File: src/rtl/lvc_pkg.sv
// Package for the LRU vertex cache: sizes, types and the sequencer states.
package lvc_pkg;
  localparam int unsigned MaxEntries = 16;
  localparam int unsigned IdxW       = $clog2(MaxEntries);
  localparam int unsigned CntW       = $clog2(MaxEntries + 1);
  localparam int unsigned CapW       = 5;
  localparam int unsigned WordW      = 32;

  typedef logic [IdxW-1:0] idx_t;
  typedef logic [CntW-1:0] cnt_t;

  typedef struct packed {
    logic [WordW-1:0] x;
    logic [WordW-1:0] y;
    logic [WordW-1:0] z;
  } rec_t;

  typedef enum logic [2:0] {
    ST_IDLE,
    ST_SCAN,
    ST_REC,
    ST_DONE
  } state_e;

  function automatic cnt_t clamp_cap(logic [CapW-1:0] v);
    cnt_t c;
    if (v == '0) c = cnt_t'(1);
    else if (int'(v) > MaxEntries) c = cnt_t'(MaxEntries);
    else c = cnt_t'(v);
    return c;
  endfunction
endpackage

File: src/rtl/lvc_rec_ram.sv
// Record store: one write port, one registered read port.
module lvc_rec_ram
  import lvc_pkg::*;
(
  input  logic clk_i,
  input  logic we_i,
  input  idx_t waddr_i,
  input  rec_t wdata_i,
  input  idx_t raddr_i,
  output rec_t rdata_o
);
  rec_t mem [MaxEntries];

  always_ff @(posedge clk_i) begin
    if (we_i) mem[waddr_i] <= wdata_i;
    rdata_o <= mem[raddr_i];
  end
endmodule

File: src/rtl/lru_vertex_cache.sv
// Top level of the LRU vertex cache: tag scan sequencer, recency ranks, counters.
// Fully associative cache of 16 three-word vertex records with LRU replacement.
// Pulse start with the index and fill record while busy is low. busy then stays
// high through the tag scan (one entry per cycle, each compared once its registered
// read returns), the rank update with the tag and record write, and the record
// read. The result shows on the result ports for exactly one cycle with done_o
// high, in the first cycle busy is low, and cannot be stalled. A new request is
// taken only once busy is low again. On a miss the fill record is returned
// directly. The totals count requests and hits since the last clear and wrap.
// Writing capacity through cfg_valid_i/cfg_ready_o clears the cache and both
// counters; cfg_ready_o is high only while no request is in flight and start is
// low. Tags and records live in synchronous memories; valid bits and ranks are
// flip-flops cleared at once.
module lru_vertex_cache
  import lvc_pkg::*;
(
  input  logic             clk_i,
  input  logic             rst_ni,
  input  logic             start,
  output logic             busy,
  input  logic [WordW-1:0] vertex_index_i,
  input  logic [WordW-1:0] fill_x_i,
  input  logic [WordW-1:0] fill_y_i,
  input  logic [WordW-1:0] fill_z_i,
  input  logic             cfg_valid_i,
  output logic             cfg_ready_o,
  input  logic [CapW-1:0]  cfg_data_i,
  output logic             done_o,
  output logic             hit_o,
  output logic [WordW-1:0] out_x_o,
  output logic [WordW-1:0] out_y_o,
  output logic [WordW-1:0] out_z_o,
  output logic [WordW-1:0] request_total_o,
  output logic [WordW-1:0] hit_total_o
);
  state_e state_q, state_d;
  cnt_t   cap_q, cnt_q;
  logic [MaxEntries-1:0] valid_q;
  idx_t   rank_q [MaxEntries];
  logic [WordW-1:0] req_q, hits_q, tag_q;
  rec_t   fill_q;
  logic [WordW-1:0] tag_mem [MaxEntries];
  logic [WordW-1:0] tag_rd_q;
  cnt_t   scan_q;       // address being read
  idx_t   rd_idx_q;     // index whose tag is in tag_rd_q
  logic   rd_ok_q;
  logic   hit_q;
  idx_t   slot_q;
  logic   found_q;
  idx_t   lru_q;        // entry with the oldest rank, gathered during scan
  idx_t   free_q;
  logic   free_ok_q;
  rec_t   rec_rd;
  logic   accept, cfg_we, wr_rec, last_cmp, match;

  assign accept = start && !busy;
  assign busy = (state_q != ST_IDLE);
  // a pending start wins over a config write in the same cycle
  assign cfg_ready_o = !busy && !start;
  assign cfg_we = cfg_valid_i && cfg_ready_o;
  assign match = rd_ok_q && valid_q[rd_idx_q] && tag_rd_q == tag_q;
  assign last_cmp = rd_ok_q && (int'(rd_idx_q) == MaxEntries - 1);

  always_comb begin
    state_d = state_q;
    unique case (state_q)
      ST_IDLE: if (accept) state_d = ST_SCAN;
      ST_SCAN: if (last_cmp) state_d = ST_REC;
      ST_REC:  state_d = ST_DONE;
      ST_DONE: state_d = ST_IDLE;
      default: state_d = ST_IDLE;
    endcase
  end

  // Tag memory read one entry per cycle during the scan, until a match is found.
  always_ff @(posedge clk_i) begin
    if (state_q == ST_SCAN && !last_cmp && !(found_q || match))
      tag_rd_q <= tag_mem[scan_q[IdxW-1:0]];
    if (state_q == ST_REC && !hit_q) tag_mem[slot_q] <= tag_q;
  end

  // Final slot chosen at the end of the scan; the last entry's free check
  // is still in flight then, so it is looked at directly.
  idx_t sel_slot;
  logic sel_hit;
  always_comb begin
    sel_hit = found_q || match;
    if (found_q) sel_slot = slot_q;
    else if (match) sel_slot = rd_idx_q;
    else if (cnt_q >= cap_q) sel_slot = lru_q;
    else if (free_ok_q) sel_slot = free_q;
    else if (!valid_q[rd_idx_q]) sel_slot = rd_idx_q;
    else sel_slot = '0;
  end

  assign wr_rec = (state_q == ST_REC) && !hit_q;

  lvc_rec_ram u_ram (
    .clk_i   (clk_i),
    .we_i    (wr_rec),
    .waddr_i (slot_q),
    .wdata_i (fill_q),
    .raddr_i (slot_q),
    .rdata_o (rec_rd)
  );

  always_ff @(posedge clk_i) begin
    if (accept) begin
      tag_q  <= vertex_index_i;
      fill_q <= '{x: fill_x_i, y: fill_y_i, z: fill_z_i};
    end
  end

  always_ff @(posedge clk_i or negedge rst_ni) begin
    if (!rst_ni) begin
      state_q   <= ST_IDLE;
      cap_q     <= cnt_t'(MaxEntries);
      cnt_q     <= '0;
      valid_q   <= '0;
      for (int i = 0; i < MaxEntries; i++) rank_q[i] <= '0;
      req_q     <= '0;
      hits_q    <= '0;
      scan_q    <= '0;
      rd_idx_q  <= '0;
      rd_ok_q   <= 1'b0;
      hit_q     <= 1'b0;
      slot_q    <= '0;
      found_q   <= 1'b0;
      lru_q     <= '0;
      free_q    <= '0;
      free_ok_q <= 1'b0;
      done_o    <= 1'b0;
    end else begin
      state_q <= state_d;
      done_o  <= 1'b0;
      if (cfg_we) begin
        cap_q   <= clamp_cap(cfg_data_i);
        cnt_q   <= '0;
        valid_q <= '0;
        for (int i = 0; i < MaxEntries; i++) rank_q[i] <= '0;
        req_q   <= '0;
        hits_q  <= '0;
      end
      unique case (state_q)
        ST_IDLE: if (accept) begin
          scan_q    <= '0;
          rd_ok_q   <= 1'b0;
          found_q   <= 1'b0;
          free_ok_q <= 1'b0;
          lru_q     <= '0;
          req_q     <= req_q + 1'b1;
        end
        ST_SCAN: begin
          // issue next read; track the compare of the previous one
          rd_idx_q <= scan_q[IdxW-1:0];
          rd_ok_q  <= 1'b1;
          scan_q   <= scan_q + 1'b1;
          if (match && !found_q) found_q <= 1'b1;
          if (rd_ok_q) begin
            if (!valid_q[rd_idx_q] && !free_ok_q) begin
              free_ok_q <= 1'b1;
              free_q    <= rd_idx_q;
            end
          end
          if (last_cmp) begin
            hit_q  <= sel_hit;
            slot_q <= sel_slot;
          end else if (match && !found_q) begin
            slot_q <= rd_idx_q;
          end
          // oldest rank: first valid entry with rank cnt-1
          if (!rd_ok_q && valid_q[scan_q[IdxW-1:0]] &&
              cnt_t'(rank_q[scan_q[IdxW-1:0]]) == cnt_q - 1'b1 && cnt_q != '0) begin
            lru_q <= scan_q[IdxW-1:0];
          end
        end
        ST_REC: begin
          // recency update, one parallel compare per entry
          for (int i = 0; i < MaxEntries; i++) begin
            if (valid_q[i] && idx_t'(i) != slot_q) begin
              if (hit_q) begin
                if (rank_q[i] < rank_q[slot_q]) rank_q[i] <= rank_q[i] + 1'b1;
              end else if (cnt_q >= cap_q) begin
                if (cnt_t'(rank_q[i]) < cnt_q - 1'b1) rank_q[i] <= rank_q[i] + 1'b1;
              end else begin
                if (cnt_t'(rank_q[i]) < cnt_q) rank_q[i] <= rank_q[i] + 1'b1;
              end
            end
          end
          rank_q[slot_q]  <= '0;
          valid_q[slot_q] <= 1'b1;
          if (hit_q) hits_q <= hits_q + 1'b1;
          else if (cnt_q < cap_q) cnt_q <= cnt_q + 1'b1;
        end
        ST_DONE: done_o <= 1'b1;
        default: ;
      endcase
      // LRU search uses a combinational pass over the ranks at scan start
      if (state_q == ST_IDLE && accept) begin
        for (int i = MaxEntries - 1; i >= 0; i--)
          if (valid_q[i] && cnt_q != '0 && cnt_t'(rank_q[i]) == cnt_q - 1'b1)
            lru_q <= idx_t'(i);
      end
    end
  end

  // On a miss the record read races the write of the same entry, so the
  // fill record is passed straight through.
  always_ff @(posedge clk_i) begin
    if (state_q == ST_DONE) begin
      hit_o           <= hit_q;
      out_x_o         <= hit_q ? rec_rd.x : fill_q.x;
      out_y_o         <= hit_q ? rec_rd.y : fill_q.y;
      out_z_o         <= hit_q ? rec_rd.z : fill_q.z;
      request_total_o <= req_q;
      hit_total_o     <= hits_q;
    end
  end
endmodule

File: config.mk
export PLATFORM = sky130hd
export DESIGN_NAME = lru_vertex_cache
export DESIGN_NICKNAME = d
export VERILOG_FILES = /design/src/rtl/lvc_pkg.sv /design/src/rtl/lvc_rec_ram.sv /design/src/rtl/lru_vertex_cache.sv
export SDC_FILE = /design/constraint.sdc
export NUM_CORES = 2
export LEC_CHECK = 0
export BUFFER_PORTS_ARGS = -buffer_cell sky130_fd_sc_hd__buf_4
export CORE_ASPECT_RATIO = 0.75
export CORE_MARGIN = 10
export CORE_UTILIZATION = 60
export CTS_CLUSTER_DIAMETER = 60
export DETAILED_ROUTE_END_ITERATION = 10
export PLACE_DENSITY = 0.77
export SYNTH_ARGS = -nofsm -noshare
export SYNTH_HDL_FRONTEND = slang
export SYNTH_HIERARCHICAL = 1
export SYNTH_SLANG_ARGS = --single-unit
File: constraint.sdc
create_clock -name clk_i -period 14 [get_ports clk_i]
set_input_delay 0 -clock clk_i [delete_from_list [all_inputs] [get_ports clk_i]]
set_output_delay 0 -clock clk_i [all_outputs]
set_load 0.05 [all_outputs]
==> results.txt <==
----------------------------------------------------
[Run status]
  Outcome ... complete, no violations

[Final layout]
  Most common cell after layout, fill and taps aside ... sky130_fd_sc_hd__edfxtp_1
  Number of fillers in the final layout ... 10,308
  Post-route cell area ... 121,000 µm²
  Fraction of final layout cells sized beyond drive strength 1 ... 24.6%
  Number of standard cells in the layout, taps in and fillers out ... between 8,000 and 9,000
  Area growth from synthesis to final layout ... 14.9%
  Share of the core filled with cells ... a little over two thirds
  Top library cells by usage in the layout, fill and taps aside ... 2,369 x sky130_fd_sc_hd__edfxtp_1, 585 x sky130_fd_sc_hd__mux4_2, 390 x sky130_fd_sc_hd__buf_4, 271 x sky130_fd_sc_hd__dlygate4sd3_1, 270 x sky130_fd_sc_hd__nand2_1
  NumNets Final ... ~6,300

[Synthesis]
  Count of flip-flops with a built-in enable after synthesis ... roughly 2,400
  Proportion of register bits with asynchronous set or reset after synthesis ... 6.84%
  Mapped Nets ... 5,683
  FF+latch count, synth ... 2,646
  Yosys synthesis warning count ... 6
  Sequential-to-total area share from yosys stat ... 73.9%
  Area fraction of the dominant cell type after synthesis ... 67.8%
  Count of mapped cells out of synthesis ... 5,338
  Netlist Area Pre-Place ... 105,000 µm²
  Library cells used by synthesis ... 85
  Average size of a mapped cell ... 19.7 µm²
  Prevailing post-synth register cell ... sky130_fd_sc_hd__edfxtp_1
  Leading post-synthesis cells by cell area ... sky130_fd_sc_hd__edfxtp_1 68%, sky130_fd_sc_hd__mux4_2 13%, sky130_fd_sc_hd__dfrtp_1 4.3%
  Cell taking the most area after synthesis ... sky130_fd_sc_hd__edfxtp_1

[Route]
  Count of TritonRoute iterations in the first routing pass ... 8
  Routed wirelength normalized by instance count ... 30.1 µm
  Number of remaining DRC errors ... 0
  Post-detailed-route via-to-cell ratio ... 6.63
  Routed wire length ... between 200 and 300 mm
  Violation count after the first detailed-route iteration ... between 6,000 and 7,000
  Via count of the routed design ... ~56,000
  Detail Route Antenna Nets ... 0

[Clocking]
  Resize count post-CTS ... 0
  Maximum root-to-sink buffer count ... 3
  Clock root buffer ... sky130_fd_sc_hd__clkbuf_16
  Reg clk slew, reported paths ... 0.07 ns
  TritonCTS clock tree ... built
  Setup repair bufs after CTS ... 0
  Clock H-tree levels ... 4
  Clock latency on the worst-skew pair ... 0.87 ns
  CTS buffer count ... 233
  Clock sink count ... about 2,600

[Worst setup path]
  Kind of end point of the critical path ... flop
  Dominant cell type by count on the critical path ... sky130_fd_sc_hd__buf_4
  Nature of the critical path startpoint ... flop
  Register-to-Register Setup Slack ... 8.75 ns
  R2R Path Start ... slot_q[1]
  Worst Path Required ... roughly 14 ns
  Cell with the largest stage delay on the worst path ... sky130_fd_sc_hd__buf_4
  Cell class contributing the biggest share of worst-path delay ... buffers and inverters
  Ordered list of cells on the worst path ... buf_4 -> buf_12 -> nand2b_1 -> nor2_4 -> buf_4 -> buf_4
  Slowest stage delay, CP ... 0.91 ns
  Endpoint arrival time on the critical path ... roughly 5.7 ns
  Sum of buffers and inverters on the critical path ... 4
  Largest fanout on the critical path ... 170
  Worst R2R Path Depth ... 6
  Startpoint-to-endpoint class of the critical path ... flop to flop
  Critical R2R Capture ... u_ram/mem[10][12]

[Placed design]
  Number of port buffers ... 300
  Routability-driven placement congestion ratio ... 0.898
  Estimated wirelength of the detail-placed design ... 129 mm
  Placed insts ... 7,768
  Cell Area, Placed ... between 100,000 and 150,000 µm²

[Min path]
  Hold WC Path Type ... primary input to flop
  Hold path startpoint ... start
  Hold path endpoint ... found_q
  Worst hold stages ... 5

[Power and ir drop]
  Sw Ratio ... a little under 30%
  Power density cells ... 176 nW/µm²
  Reported net switching power ... 6.19 mW
  VDD IR max ... 136 µV
  Register share of total power ... 48.6%
  Clock network power share ... 30.9%
  Internal power ... roughly 15 mW
  P_leak ... 39.7 nW
  Part of the total power dissipated in combinational logic ... around 21%

[Floorplanning]
  Initial core utilization ... 60.6%
  # IOs ... 301
  Number of placement rows ... 132
  Die outline area ... 192,000 µm²
  Area of the core ... 173,000 µm²
  Vertical die dimension ... 382 µm
  Die width ... 503 µm

[STA]
  Number of slew-limit violations in the final report ... 0
  Worst hold margin ... 0.0809 ns
  Part of the cycle the worst path needs ... 37.5%
  Least-Margin Pin Slew ... 1.39 ns
  Final total negative setup slack ... 0 ns
  Final period demand of the worst path ... 5.25 ns
  RSZ-0062 raised after global routing ... no
  Maximum achievable frequency ... 191 MHz
  Clock tree skew after final layout ... between 0.05 and 0.06 ns
  Max transition margin ... 7.60%
  Final-report setup violation count ... 0
  Endpoints failing hold ... 0

[GRT]
  Initial antenna violation count ... 9
  Maximum number of pins on one net before global-route repair ... about 170
  Tot GR Track Use ... between 20% and 30%
  Global-route wire length before repair ... 381 mm
  Overflow left after global routing ... 0
  Via count of the first global-routing pass ... 57,427

[Run]
  Maximum Capacitance Violations ... 0

----------------------------------------------------
-- kinds of logic (layout without fill, tap and decap cells) --
family / Yosys count / after routing / share of synthesized area (%)
flops: 2646 / 2646 / 73.9
simple gates: 738 / 738 / 3.37
mux: 732 / 732 / 14.1
compound gates: 640 / 640 / 4.20
buf+inv: 308 / 1170 / 1.37
fa+ha+maj: 208 / 208 / 2.48
xor+xnor: 66 / 66 / 0.551
other cells: 0 / 3 / 0
-- tightest hold or removal path, delay by kind of cell --
family	cells	cell delay, ns
buf+inv	2	0.69
compound gates	2	0.15
simple gates	1	0.08
-- cell usage after synthesis (10+ instances only) --
cell type	instances
sky130_fd_sc_hd__a21oi_1	84
sky130_fd_sc_hd__a22o_1	15
sky130_fd_sc_hd__a22oi_1	199
sky130_fd_sc_hd__a31oi_1	13
sky130_fd_sc_hd__a32o_1	15
sky130_fd_sc_hd__and2_1	18
sky130_fd_sc_hd__and3_1	21
sky130_fd_sc_hd__buf_1	50
sky130_fd_sc_hd__buf_2	28
sky130_fd_sc_hd__buf_4	22
sky130_fd_sc_hd__buf_6	22
sky130_fd_sc_hd__clkbuf_1	124
sky130_fd_sc_hd__dfrtp_1	180
sky130_fd_sc_hd__dfxtp_1	96
sky130_fd_sc_hd__edfxtp_1	2369
sky130_fd_sc_hd__ha_1	208
sky130_fd_sc_hd__inv_1	61
sky130_fd_sc_hd__mux2_2	113
sky130_fd_sc_hd__mux2i_1	31
sky130_fd_sc_hd__mux4_2	585
sky130_fd_sc_hd__nand2_1	271
sky130_fd_sc_hd__nand2b_1	21
sky130_fd_sc_hd__nand3_1	83
sky130_fd_sc_hd__nand3b_1	13
sky130_fd_sc_hd__nand4_1	34
sky130_fd_sc_hd__nor2_1	123
sky130_fd_sc_hd__nor2b_1	36
sky130_fd_sc_hd__nor3_1	49
sky130_fd_sc_hd__nor4_1	10
sky130_fd_sc_hd__o211ai_1	23
sky130_fd_sc_hd__o21a_1	32
sky130_fd_sc_hd__o21ai_0	124
sky130_fd_sc_hd__o22ai_1	16
sky130_fd_sc_hd__o31ai_1	26
sky130_fd_sc_hd__or3_1	23
sky130_fd_sc_hd__xnor2_1	18
sky130_fd_sc_hd__xor2_1	48
-- power groups by stage --
stage                     Sequential [mW]  Combinational, mW  Clock [mW]
after floorplan                      10.6               2.53           0
after global placement               10.4               4.13           0
after detailed placement             10.4               4.23           0
after CTS                            10.3               4.33        6.60
after global routing                 10.4               4.68        6.93
final                                10.3               4.36        6.54
-- layer usage --
layer / wire, µm / global-route usage, % / up-vias
met2: 122000 / 41.5 / 3273
met4: 6960 / 7.31 / 8
li1: - / - / 23280
met5: 55 / 0 / -
met3: 25500 / 5.15 / 481
met1: 100000 / 38.5 / 29228
-- metrics by stage --
stage	setup WS, ns	total power [mW]
CTS	8.45	21.2
global placement	8.69	14.5
floorplan	5.19	13.2
detailed placement	8.51	14.7
global route	8.33	22.0
finish	8.75	21.2
-- flip-flops by register name (all words and copies together) (netlist names), 32 cells and up --
register         count
fill_q              96
hit_total_o         32
hits_q              32
out_x_o             32
out_y_o             32
out_z_o             32
rank_q              64
req_q               32
request_total_o     32
tag_mem            512
tag_q               32
tag_rd_q            32
u_ram/mem         1536
u_ram/rdata_o       96
-- worst max-delay path by stage --
stage	slack (ns)	from	end	cells past startpoint
finish	8.75	slot_q[1]	u_ram/mem[10][12]	6
global route	8.33	slot_q[1]	u_ram/mem[10][12]	6
CTS	8.45	slot_q[1]	u_ram/mem[10][12]	6
detailed placement	8.51	slot_q[1]	u_ram/mem[10][29]	6
global placement	8.69	slot_q[1]	u_ram/mem[10][73]	6
floorplan	5.19	state_q[0]	u_ram/mem[0][0]	6
-- area by class of cell --
type	instances	area [µm²]	area share, %
inverter	62	240	0.199
antenna	3	7.51	0.00623
timing repair buffer	670	5820	4.83
tap	2278	2850	2.36
sequential	2646	77600	64.4
clock inverter	129	1460	1.21
clock buffer	309	6380	5.29
multi-input combinational	2384	26200	21.7
-- what timing repair did --
item / 4_1_cts / 5_1_grt
setup endpoints to repair: 0 / 0
hold endpoints to repair: 266 / 0
hold buffers: 272 / 0
Power figures use the tool's default switching activity.
